`src/rtl/bpa_pkg.sv`:
```
`default_nettype none
// ----------------------------------------------------------------------------
// bpa_pkg
// Shared constants, codes and types of the buddy page allocator.
// ----------------------------------------------------------------------------
package bpa_pkg;

  localparam int NUM_ORDERS = 8;
  localparam int MAX_PAGES  = 4096;
  localparam int PAGE_W     = 12;
  localparam int LINK_W     = 13;
  localparam int ORD_W      = 4;
  localparam int OIX_W      = 3;
  localparam int CFG_W      = 13;
  localparam int OP_W       = 2;
  localparam int STAT_W     = 2;

  // empty list or link
  localparam logic [LINK_W-1:0] NIL_PAGE = LINK_W'(MAX_PAGES);

  typedef enum logic [OP_W-1:0] {
    OP_REBUILD = 2'd0,
    OP_ALLOC   = 2'd1,
    OP_FREE    = 2'd2,
    OP_NOP     = 2'd3
  } op_t;

  typedef enum logic [STAT_W-1:0] {
    ST_OK        = 2'd0,
    ST_NO_SPACE  = 2'd1,
    ST_BAD_ORDER = 2'd2,
    ST_BAD_FREE  = 2'd3
  } status_t;

  typedef enum logic [4:0] {
    S_INIT, S_IDLE, S_DISP,
    S_RB_CLR, S_RB_FIT, S_RB_PB,
    S_A_CHK, S_A_POP, S_A_MARK, S_A_SPL, S_A_PUSH, S_A_PB,
    S_F_SRCH, S_F_RD, S_F_CLR, S_F_BUD, S_F_UH, S_F_UN, S_F_PUSH, S_F_PB,
    S_DONE
  } state_t;

  typedef enum logic [4:0] {
    CMD_NONE, CMD_LOAD, CMD_SWEEP,
    CMD_ST_BADORD, CMD_ST_NOSPACE, CMD_ST_BADFREE,
    CMD_ABITS_RD, CMD_ORD_INC, CMD_ORD_DEC,
    CMD_PUSH_RB, CMD_PUSH_SPLIT, CMD_PUSH_FREE, CMD_PUSH_B,
    CMD_POP_RD, CMD_POP_WR, CMD_MARK,
    CMD_F_FOUND, CMD_F_CLR,
    CMD_UH_RD, CMD_UH_WR, CMD_UN_RD, CMD_UN_WR,
    CMD_EMIT
  } cmd_t;

  typedef struct packed {
    logic [OP_W-1:0] op;
    logic req_bad;
    logic pg_oob;
    logic head_empty;
    logic ord_last;
    logic ord_zero;
    logic fit;
    logic split_more;
    logic found;
    logic bud_oob;
    logic bud_alloc;
    logic bud_is_head;
    logic sweep_last;
    logic out_free;
  } dp_status_t;

endpackage
`default_nettype wire

```
`src/rtl/bpa_ctrl.sv`:
```
`default_nettype none
// ----------------------------------------------------------------------------
// bpa_ctrl
// Sequencer of the allocator: walks rebuild, allocate and free step by step
// and issues one datapath command per cycle.
// ----------------------------------------------------------------------------
module bpa_ctrl (
  input  logic                clk,
  input  logic                rst_n,
  input  logic                in_valid,
  output logic                in_ready,
  input  bpa_pkg::dp_status_t st,
  output bpa_pkg::cmd_t       cmd
);
  import bpa_pkg::*;

  state_t state_r, state_nxt;

  always_ff @(posedge clk) begin
    if (!rst_n) begin
      state_r <= S_INIT;
    end else begin
      state_r <= state_nxt;
    end
  end

  always_comb begin
    state_nxt = state_r;
    unique case (state_r)
      S_INIT:   if (st.sweep_last) state_nxt = S_IDLE;
      S_IDLE:   if (in_valid) state_nxt = S_DISP;
      S_DISP: begin
        case (st.op)
          OP_REBUILD: state_nxt = S_RB_CLR;
          OP_ALLOC:   state_nxt = st.req_bad ? S_DONE : S_A_CHK;
          OP_FREE:    state_nxt = st.pg_oob ? S_DONE : S_F_SRCH;
          default:    state_nxt = S_DONE;
        endcase
      end
      S_RB_CLR: if (st.sweep_last) state_nxt = S_RB_FIT;
      S_RB_FIT: begin
        if (st.fit) state_nxt = S_RB_PB;
        else if (st.ord_zero) state_nxt = S_DONE;
      end
      S_RB_PB:  state_nxt = S_RB_FIT;
      S_A_CHK: begin
        if (!st.head_empty) state_nxt = S_A_POP;
        else if (st.ord_last) state_nxt = S_DONE;
      end
      S_A_POP:  state_nxt = S_A_MARK;
      S_A_MARK: state_nxt = S_A_SPL;
      S_A_SPL:  state_nxt = st.split_more ? S_A_PUSH : S_DONE;
      S_A_PUSH: state_nxt = S_A_PB;
      S_A_PB:   state_nxt = S_A_SPL;
      S_F_SRCH: state_nxt = st.found ? S_F_RD : S_DONE;
      S_F_RD:   state_nxt = S_F_CLR;
      S_F_CLR:  state_nxt = (st.ord_last || st.bud_oob) ? S_F_PUSH : S_F_BUD;
      S_F_BUD: begin
        if (st.bud_alloc) state_nxt = S_F_PUSH;
        else if (st.bud_is_head) state_nxt = S_F_UH;
        else state_nxt = S_F_UN;
      end
      S_F_UH:   state_nxt = S_F_RD;
      S_F_UN:   state_nxt = S_F_RD;
      S_F_PUSH: state_nxt = S_F_PB;
      S_F_PB:   state_nxt = S_DONE;
      S_DONE:   if (st.out_free) state_nxt = S_IDLE;
      default:  state_nxt = S_IDLE;
    endcase
  end

  always_comb begin
    cmd      = CMD_NONE;
    in_ready = 1'b0;
    unique case (state_r)
      S_INIT:   cmd = CMD_SWEEP;
      S_IDLE: begin
        in_ready = 1'b1;
        if (in_valid) cmd = CMD_LOAD;
      end
      S_DISP: begin
        case (st.op)
          OP_ALLOC: if (st.req_bad) cmd = CMD_ST_BADORD;
          OP_FREE:  cmd = st.pg_oob ? CMD_ST_BADFREE : CMD_ABITS_RD;
          default:  cmd = CMD_NONE;
        endcase
      end
      S_RB_CLR: cmd = CMD_SWEEP;
      S_RB_FIT: begin
        if (st.fit) cmd = CMD_PUSH_RB;
        else if (!st.ord_zero) cmd = CMD_ORD_DEC;
      end
      S_RB_PB:  cmd = CMD_PUSH_B;
      S_A_CHK: begin
        if (!st.head_empty) cmd = CMD_POP_RD;
        else if (st.ord_last) cmd = CMD_ST_NOSPACE;
        else cmd = CMD_ORD_INC;
      end
      S_A_POP:  cmd = CMD_POP_WR;
      S_A_MARK: cmd = CMD_MARK;
      S_A_SPL:  if (st.split_more) cmd = CMD_ORD_DEC;
      S_A_PUSH: cmd = CMD_PUSH_SPLIT;
      S_A_PB:   cmd = CMD_PUSH_B;
      S_F_SRCH: cmd = st.found ? CMD_F_FOUND : CMD_ST_BADFREE;
      S_F_RD:   cmd = CMD_ABITS_RD;
      S_F_CLR:  cmd = CMD_F_CLR;
      S_F_BUD: begin
        if (!st.bud_alloc) cmd = st.bud_is_head ? CMD_UH_RD : CMD_UN_RD;
      end
      S_F_UH:   cmd = CMD_UH_WR;
      S_F_UN:   cmd = CMD_UN_WR;
      S_F_PUSH: cmd = CMD_PUSH_FREE;
      S_F_PB:   cmd = CMD_PUSH_B;
      S_DONE:   if (st.out_free) cmd = CMD_EMIT;
      default:  cmd = CMD_NONE;
    endcase
  end

  a_accept_dispatch: assert property (@(posedge clk) disable iff (!rst_n)
    (in_valid && in_ready) |=> (state_r == S_DISP))
    else $error("accepted request not dispatched");

  a_emit_slot_free: assert property (@(posedge clk) disable iff (!rst_n)
    (cmd == CMD_EMIT) |-> st.out_free)
    else $error("result emitted over a pending one");

  a_done_to_idle: assert property (@(posedge clk) disable iff (!rst_n)
    (state_r == S_DONE && st.out_free) |=> (state_r == S_IDLE && in_ready))
    else $error("block did not return to idle after result");

endmodule
`default_nettype wire

```
`config.mk`:
```
export PLATFORM = sky130hd
export DESIGN_NAME = bpa_ctrl
export DESIGN_NICKNAME = d
export VERILOG_FILES = /design/src/rtl/bpa_pkg.sv /design/src/rtl/bpa_ctrl.sv
export SDC_FILE = /design/constraint.sdc
export NUM_CORES = 1
export LEC_CHECK = 0
export ABC_CLOCK_PERIOD_IN_PS = 4500
export BUFFER_PORTS_ARGS = -buffer_cell sky130_fd_sc_hd__buf_2
export CAP_MARGIN = 5
export CORE_ASPECT_RATIO = 0.5
export CORE_UTILIZATION = 35
export CTS_CLUSTER_DIAMETER = 30
export DETAILED_ROUTE_END_ITERATION = 6
export SLEW_MARGIN = 20
export SYNTH_ARGS = -nofsm -noshare
export SYNTH_HDL_FRONTEND = slang
export SYNTH_SLANG_ARGS = --single-unit
```
`constraint.sdc`:
```
create_clock -name clk -period 4.5 [get_ports clk]
set_clock_uncertainty 0.15 [all_clocks]
set_input_delay 0.675 -clock clk [delete_from_list [all_inputs] [get_ports clk]]
set_output_delay 0.675 -clock clk [all_outputs]
set_load 0.01 [all_outputs]
```
==> results_dict.tcl, run 1 <==
set metrics [dict create \
    status "complete, no violations" \
    ys_seq_area_share_pct 8.83 \
    drc 0 \
    start_kind "flip-flop" \
    start_util_pct 37.2 \
    cellLeakagePower_nw 0.488 \
    layout_common_cells "23 x buf_2, 19 x a21oi_1, 16 x nand2_1" \
    clock-sinks 5 \
    cts_resized 0 \
    ioPinCount 24 \
    met3_usage_pct 3.26 \
    synthSimpleGateAreaFrac_pct 39.5 \
    drt_iter0_drc 211 \
    fin_crit_sh_pct 69.6 \
    crit_required_ps 3670 \
    yosys.area.top_type "dfxtp_1" \
    synthTopCellsByArea "dfxtp_1 8.8%, a21oi_1 8.4%, o21ai_0 6.6%" \
    internal-power_uw 229 \
    clk_pin_slew_worst_paths_ps 40 \
    cts_root_buf "clkbuf_8" \
    syn-num-nets 198 \
    antenna_found_initial 0 \
    track_usage_pct 21.2 \
    fin_nets 215 \
    min_period_ps 3130 \
    grtUsageMet1_pct 32.2 \
    combinationalPowerShare_pct 60.4 \
    arrival_ps 2310 \
    synth_cell_types 54 \
    dieArea_um2 3480 \
    dr.pass1.iters 4 \
    grt_pass1_wl_um 5650 \
    rows 14 \
    dp_hpwl_um 2550 \
    largest_reg_flops 5 \
    placedCellCount 227 \
    fmaxAchievable_ghz 0.319 \
    max_slew_margin_pct 42.0 \
    netlist_area_um2 1130 \
    power_density_nw_per_um2 354 \
    worst_slew_pin_slew_ps 869 \
    drive_above_1_share_pct 19.4 \
    top_register "state_r" \
    num_antenna_cells 0 \
    async_flop_share_pct 0 \
    synth_top_family_by_area "simple AND/OR/NAND/NOR gates" \
    top_usage_layer "met1" \
    yosysWarnings 0 \
    worstSetupPathType "reg -> out" \
    synth-edff-count 0 \
    path_max_fanout 27 \
    clock_path_buffers 2 \
    yosysTopAreaCellShare_pct 8.83 \
    hp-class "reg -> reg" \
    clock_latency_ps 220 \
    synth_compound_area_share_pct 35.3 \
    seqPwrFrac_pct 21.1 \
    cap_violations 0 \
    die_h_um 42.2 \
    hold_viol 0 \
    cts_tree "built" \
    peakVddDrop_mv 0.115 \
    routedWlPerCell_um 15.1 \
    die_w_um 82.5 \
    final_common_cell "buf_2" \
    setup.worst_path.end_class "primary output" \
    io_buffer_count 23 \
    grt.overflow.total 0 \
    antenna_left 0 \
    muxShareOfSynthArea_pct 0 \
    slowest_stage "dfxtp_1" \
    hold_slack_ps 565 \
    postCtsSetupBuffers 0 \
    rrSetupSlack_ps 2120 \
    core-area_um2 3050 \
    numCtsBuffers 3 \
    synth_xor_area_share_pct 0 \
    top_regs "state_r (5)" \
    grt_max_degree 29 \
    rsz0062_at_grt "false" \
    fill_cells 342 \
    setup-tns-final_ps 0 \
    setup_viol 0 \
    fin_cells 231 \
    synth_seq_cells 5 \
    sw_frac_of_total_pct 49.8 \
    synthCells 175 \
    viasPerCell 5.97 \
    p_clk_share_pct 18.5 \
    max_stage_delay_ps 880 \
    syn_avg_cell_area_um2 6.48 \
    dominantRegCellSynth "dfxtp_1" \
    crit_path_cell_trace "inv_1, nand3_1, o21ai_0, a21oi_1, o221ai_1, buf_2" \
    p_switching_uw 227 \
    place.gp.congestion 0.924 \
    h-tree-depth 1 \
    vias 1380 \
    synth_fa_ha_area_share_pct 5.52 \
    syn_to_final_growth_pct 13.7 \
    cts_hold_buffers 0 \
    grt_use_met2_pct 29.1 \
    grt_pass1_vias 1148 \
    slew_violations 0 \
    routed_wl_um 3480 \
]
-- logic make-up after synthesis --
group | Yosys count
simple gates | 77
fa+ha+maj | 5
buf+inv | 25
flops | 5
compound gates | 63
-- power groups by stage --
stage	logic [mW]	registers [mW]	clock network [mW]
2_1_floorplan	0.242	0.0560	0
3_3_place_gp	0.271	0.0945	0
3_5_place_dp	0.270	0.0955	0
4_1_cts	0.271	0.0943	0.0871
5_1_grt	0.309	0.0997	0.0894
6_report	0.276	0.0962	0.0846
-- cell type report --
type | instances | area, µm² | area share, %
flip-flops and latches | 5 | 100 | 7.77
clock buffers | 4 | 45.0 | 3.50
well taps | 40 | 50.0 | 3.88
inverters | 10 | 37.5 | 2.91
multi-input cells | 145 | 911 | 70.7
repair buffers | 27 | 145 | 11.3
-- stage by stage --
step | util [%] | cell area [µm²] | total power [mW] | setup slack, ps
after floorplan | - | 1130 | 0.298 | 2160
after global placement | 40.8 | 1240 | 0.366 | 1720
after detailed placement | 40.8 | 1240 | 0.366 | 1690
after CTS | 42.3 | 1290 | 0.453 | 1440
after global routing | 42.3 | 1290 | 0.499 | 1260
final | 42.3 | 1290 | 0.457 | 1370
-- cell usage after synthesis (all sizes together), types with 4 or more instances --
master   number
o2111ai       4
dfxtp         5
buf          12
or3           5
a211oi        4
nor3          8
ha            5
nand2b        7
a31oi         4
o21ai        15
a21oi        20
inv           8
nand2        16
nor4          4
nor2         14
-- worst paths after layout --
path | start | end | cells past startpoint
worst min register to register | state_r[2]$_SDFFE_PN0P_ | state_r[2]$_SDFFE_PN0P_ | 3
worst min-delay path | state_r[2]$_SDFFE_PN0P_ | state_r[2]$_SDFFE_PN0P_ | 3
worst max register to register | state_r[1]$_SDFFE_PN0P_ | state_r[1]$_SDFFE_PN0P_ | 6
worst max-delay path | state_r[0]$_SDFFE_PN0P_ | cmd[0] | 6
-- layer usage --
metal / up-vias / share of wire [%]
met5: - / 0
met2: 69 / 42
li1: 687 / -
met1: 613 / 47
met4: 0 / 2.2
met3: 11 / 8.6
-- worst max-delay path: cells and delay by family (launching register included) --
kind	cells	cell delay (ps)
AND/OR/NAND/NOR	1	230
buffers and inverters	2	480
AO/OA/AOI/OAI	3	490
flip-flops	1	880
Power figures use the tool's default switching activity.
==> run 2, diff against run 1 <==
--- a/config.mk
+++ b/config.mk
@@ -5,7 +5,7 @@
 export SDC_FILE = /design/constraint.sdc
 export NUM_CORES = 1
 export LEC_CHECK = 0
-export ABC_CLOCK_PERIOD_IN_PS = 4500
+export ABC_CLOCK_PERIOD_IN_PS = 3250
 export BUFFER_PORTS_ARGS = -buffer_cell sky130_fd_sc_hd__buf_2
 export CAP_MARGIN = 5
 export CORE_ASPECT_RATIO = 0.5
==> constraint.sdc (replaced) <==
create_clock -name clk -period 3.25 [get_ports clk]
set_clock_uncertainty 0.15 [all_clocks]
set_input_delay 0.4875 -clock clk [delete_from_list [all_inputs] [get_ports clk]]
set_output_delay 0.4875 -clock clk [all_outputs]
set_load 0.01 [all_outputs]
==> results_dict.tcl, run 2 (synthesis gave the netlist of run 1 again) <==
set metrics [dict create \
    routed_wl_um 3450 \
    cts_tree "built" \
    rsz0062_at_grt "false" \
    hold_end "state_r[3]$_SDFFE_PN0P_" \
    core-area_um2 3050 \
    crit_path_cell_trace "nand3b_1, or3_1, nor2_1, a211oi_1, o21ai_0, buf_2" \
    fin_crit_sh_pct 86.5 \
    final_common_cell "buf_2" \
    worst_slew_pin_slew_ps 674 \
    setup-tns-final_ps 0 \
    drt_iter0_drc 193 \
    syn_to_final_growth_pct 15.7 \
    rrSetupSlack_ps 960 \
    antenna_found_initial 0 \
    fin_cells 234 \
    hold_viol 0 \
    rr_startpoint "state_r[2]$_SDFFE_PN0P_" \
    num_antenna_cells 0 \
    total_power_uw 643 \
    cellLeakagePower_nw 0.502 \
    track_usage_pct 21.8 \
    clk_pin_slew_worst_paths_ps 40 \
    crit_buf_inv 1 \
    ioPinCount 24 \
    grt_max_degree 23 \
    setup_viol 0 \
    hp-class "in -> reg" \
    die_w_um 82.5 \
    ff2ff_path_depth 6 \
    clock-sinks 5 \
    wl_met3_um 304 \
    setup.worst_path.end_class "primary output" \
    peakVddDrop_mv 0.280 \
    max_stage_delay_ps 690 \
    wl_met1_um 1660 \
    h-tree-depth 1 \
    clock_latency_ps 220 \
    grt_pass1_wl_um 5780 \
    max_slew_margin_pct 55.0 \
    layout_common_cells "23 x buf_2, 19 x a21oi_1, 16 x nand2_1" \
    fin_nets 218 \
    worstSetupPathType "reg -> out" \
    postCtsSetupBuffers 0 \
    top_regs "state_r (5)" \
    largest_reg_flops 5 \
    fin_util_pct 43.0 \
    multi_input_area_um2 911 \
    start_util_pct 37.2 \
    layout_setup_ws_ps 439 \
    viasPerCell 5.86 \
    drc 0 \
    cap_violations 0 \
    placedCellCount 230 \
    clock_path_buffers 2 \
    critPathTopFamily "simple AND/OR/NAND/NOR gates" \
    slowest_stage "dfxtp_1" \
    routedWlPerCell_um 14.7 \
    place.gp.congestion 0.912 \
    fin_area_um2 1310 \
    register_area_um2 100 \
    drive_above_1_share_pct 20.6 \
    slew_violations 0 \
    dieArea_um2 3480 \
    r2r_end "state_r[1]$_SDFFE_PN0P_" \
    status "complete, no violations" \
    fmaxAchievable_ghz 0.356 \
    min_from "rst_n" \
    wl_met2_um 1470 \
    cts_resized 0 \
    grt.overflow.total 0 \
    postPlaceCellArea_um2 1270 \
    io_buffer_count 23 \
    highest_layer "met4" \
    path_max_fanout 17 \
    die_h_um 42.2 \
    crit_required_ps 2610 \
    power_density_nw_per_um2 490 \
    vias 1371 \
    top_register "state_r" \
    dp_hpwl_um 2640 \
    min_path_cells 2 \
    fill_cells 326 \
    antenna_left 0 \
    rows 14 \
    place_ws_ps 718 \
    cts_root_buf "clkbuf_8" \
    cts_hold_buffers 0 \
    hold_slack_ps 418 \
    numCtsBuffers 3 \
    start_kind "flip-flop" \
    min_period_ps 2810 \
    arrival_ps 2170 \
    dr.pass1.iters 4 \
    grt_pass1_vias 1195 \
]
## run 2: cell count changes in the layout (fill, tap and decap cells not counted)
cell	before	now
buf_4	4	7
## run 2: worst max-delay path by stage
stage | to | cells after the start | slack [ps] | start
final | cmd[2] | 6 | 440 | state_r[2]$_SDFFE_PN0P_
after global routing | cmd[2] | 6 | 330 | state_r[2]$_SDFFE_PN0P_
after CTS | cmd[2] | 6 | 470 | state_r[2]$_SDFFE_PN0P_
after detailed placement | cmd[2] | 6 | 720 | state_r[2]$_SDFFE_PN0P_
after global placement | cmd[2] | 6 | 660 | state_r[2]$_SDFFE_PN0P_
after floorplan | cmd[2] | 6 | 1160 | state_r[1]$_SDFFE_PN0P_
## run 2: per-layer routing
layer | vias to the layer above | global-route usage [%]
met4 | 0 | 3.51
met3 | 4 | 5.00
met5 | - | 0
met2 | 59 | 30.9
li1 | 690 | -
met1 | 618 | 33.4
## run 2: cell type report
cell class	instances	share of cell area, %
multi-input combinational	145	69.5
timing repair buffer	30	12.8
sequential	5	7.63
tap	40	3.82
clock buffer	4	3.44
inverter	10	2.86
## run 2: where the power goes
group | switching [mW] | internal, mW
Combinational | 0.224 | 0.171
Clock | 0.0323 | 0.0844
Sequential | 0.0573 | 0.0734
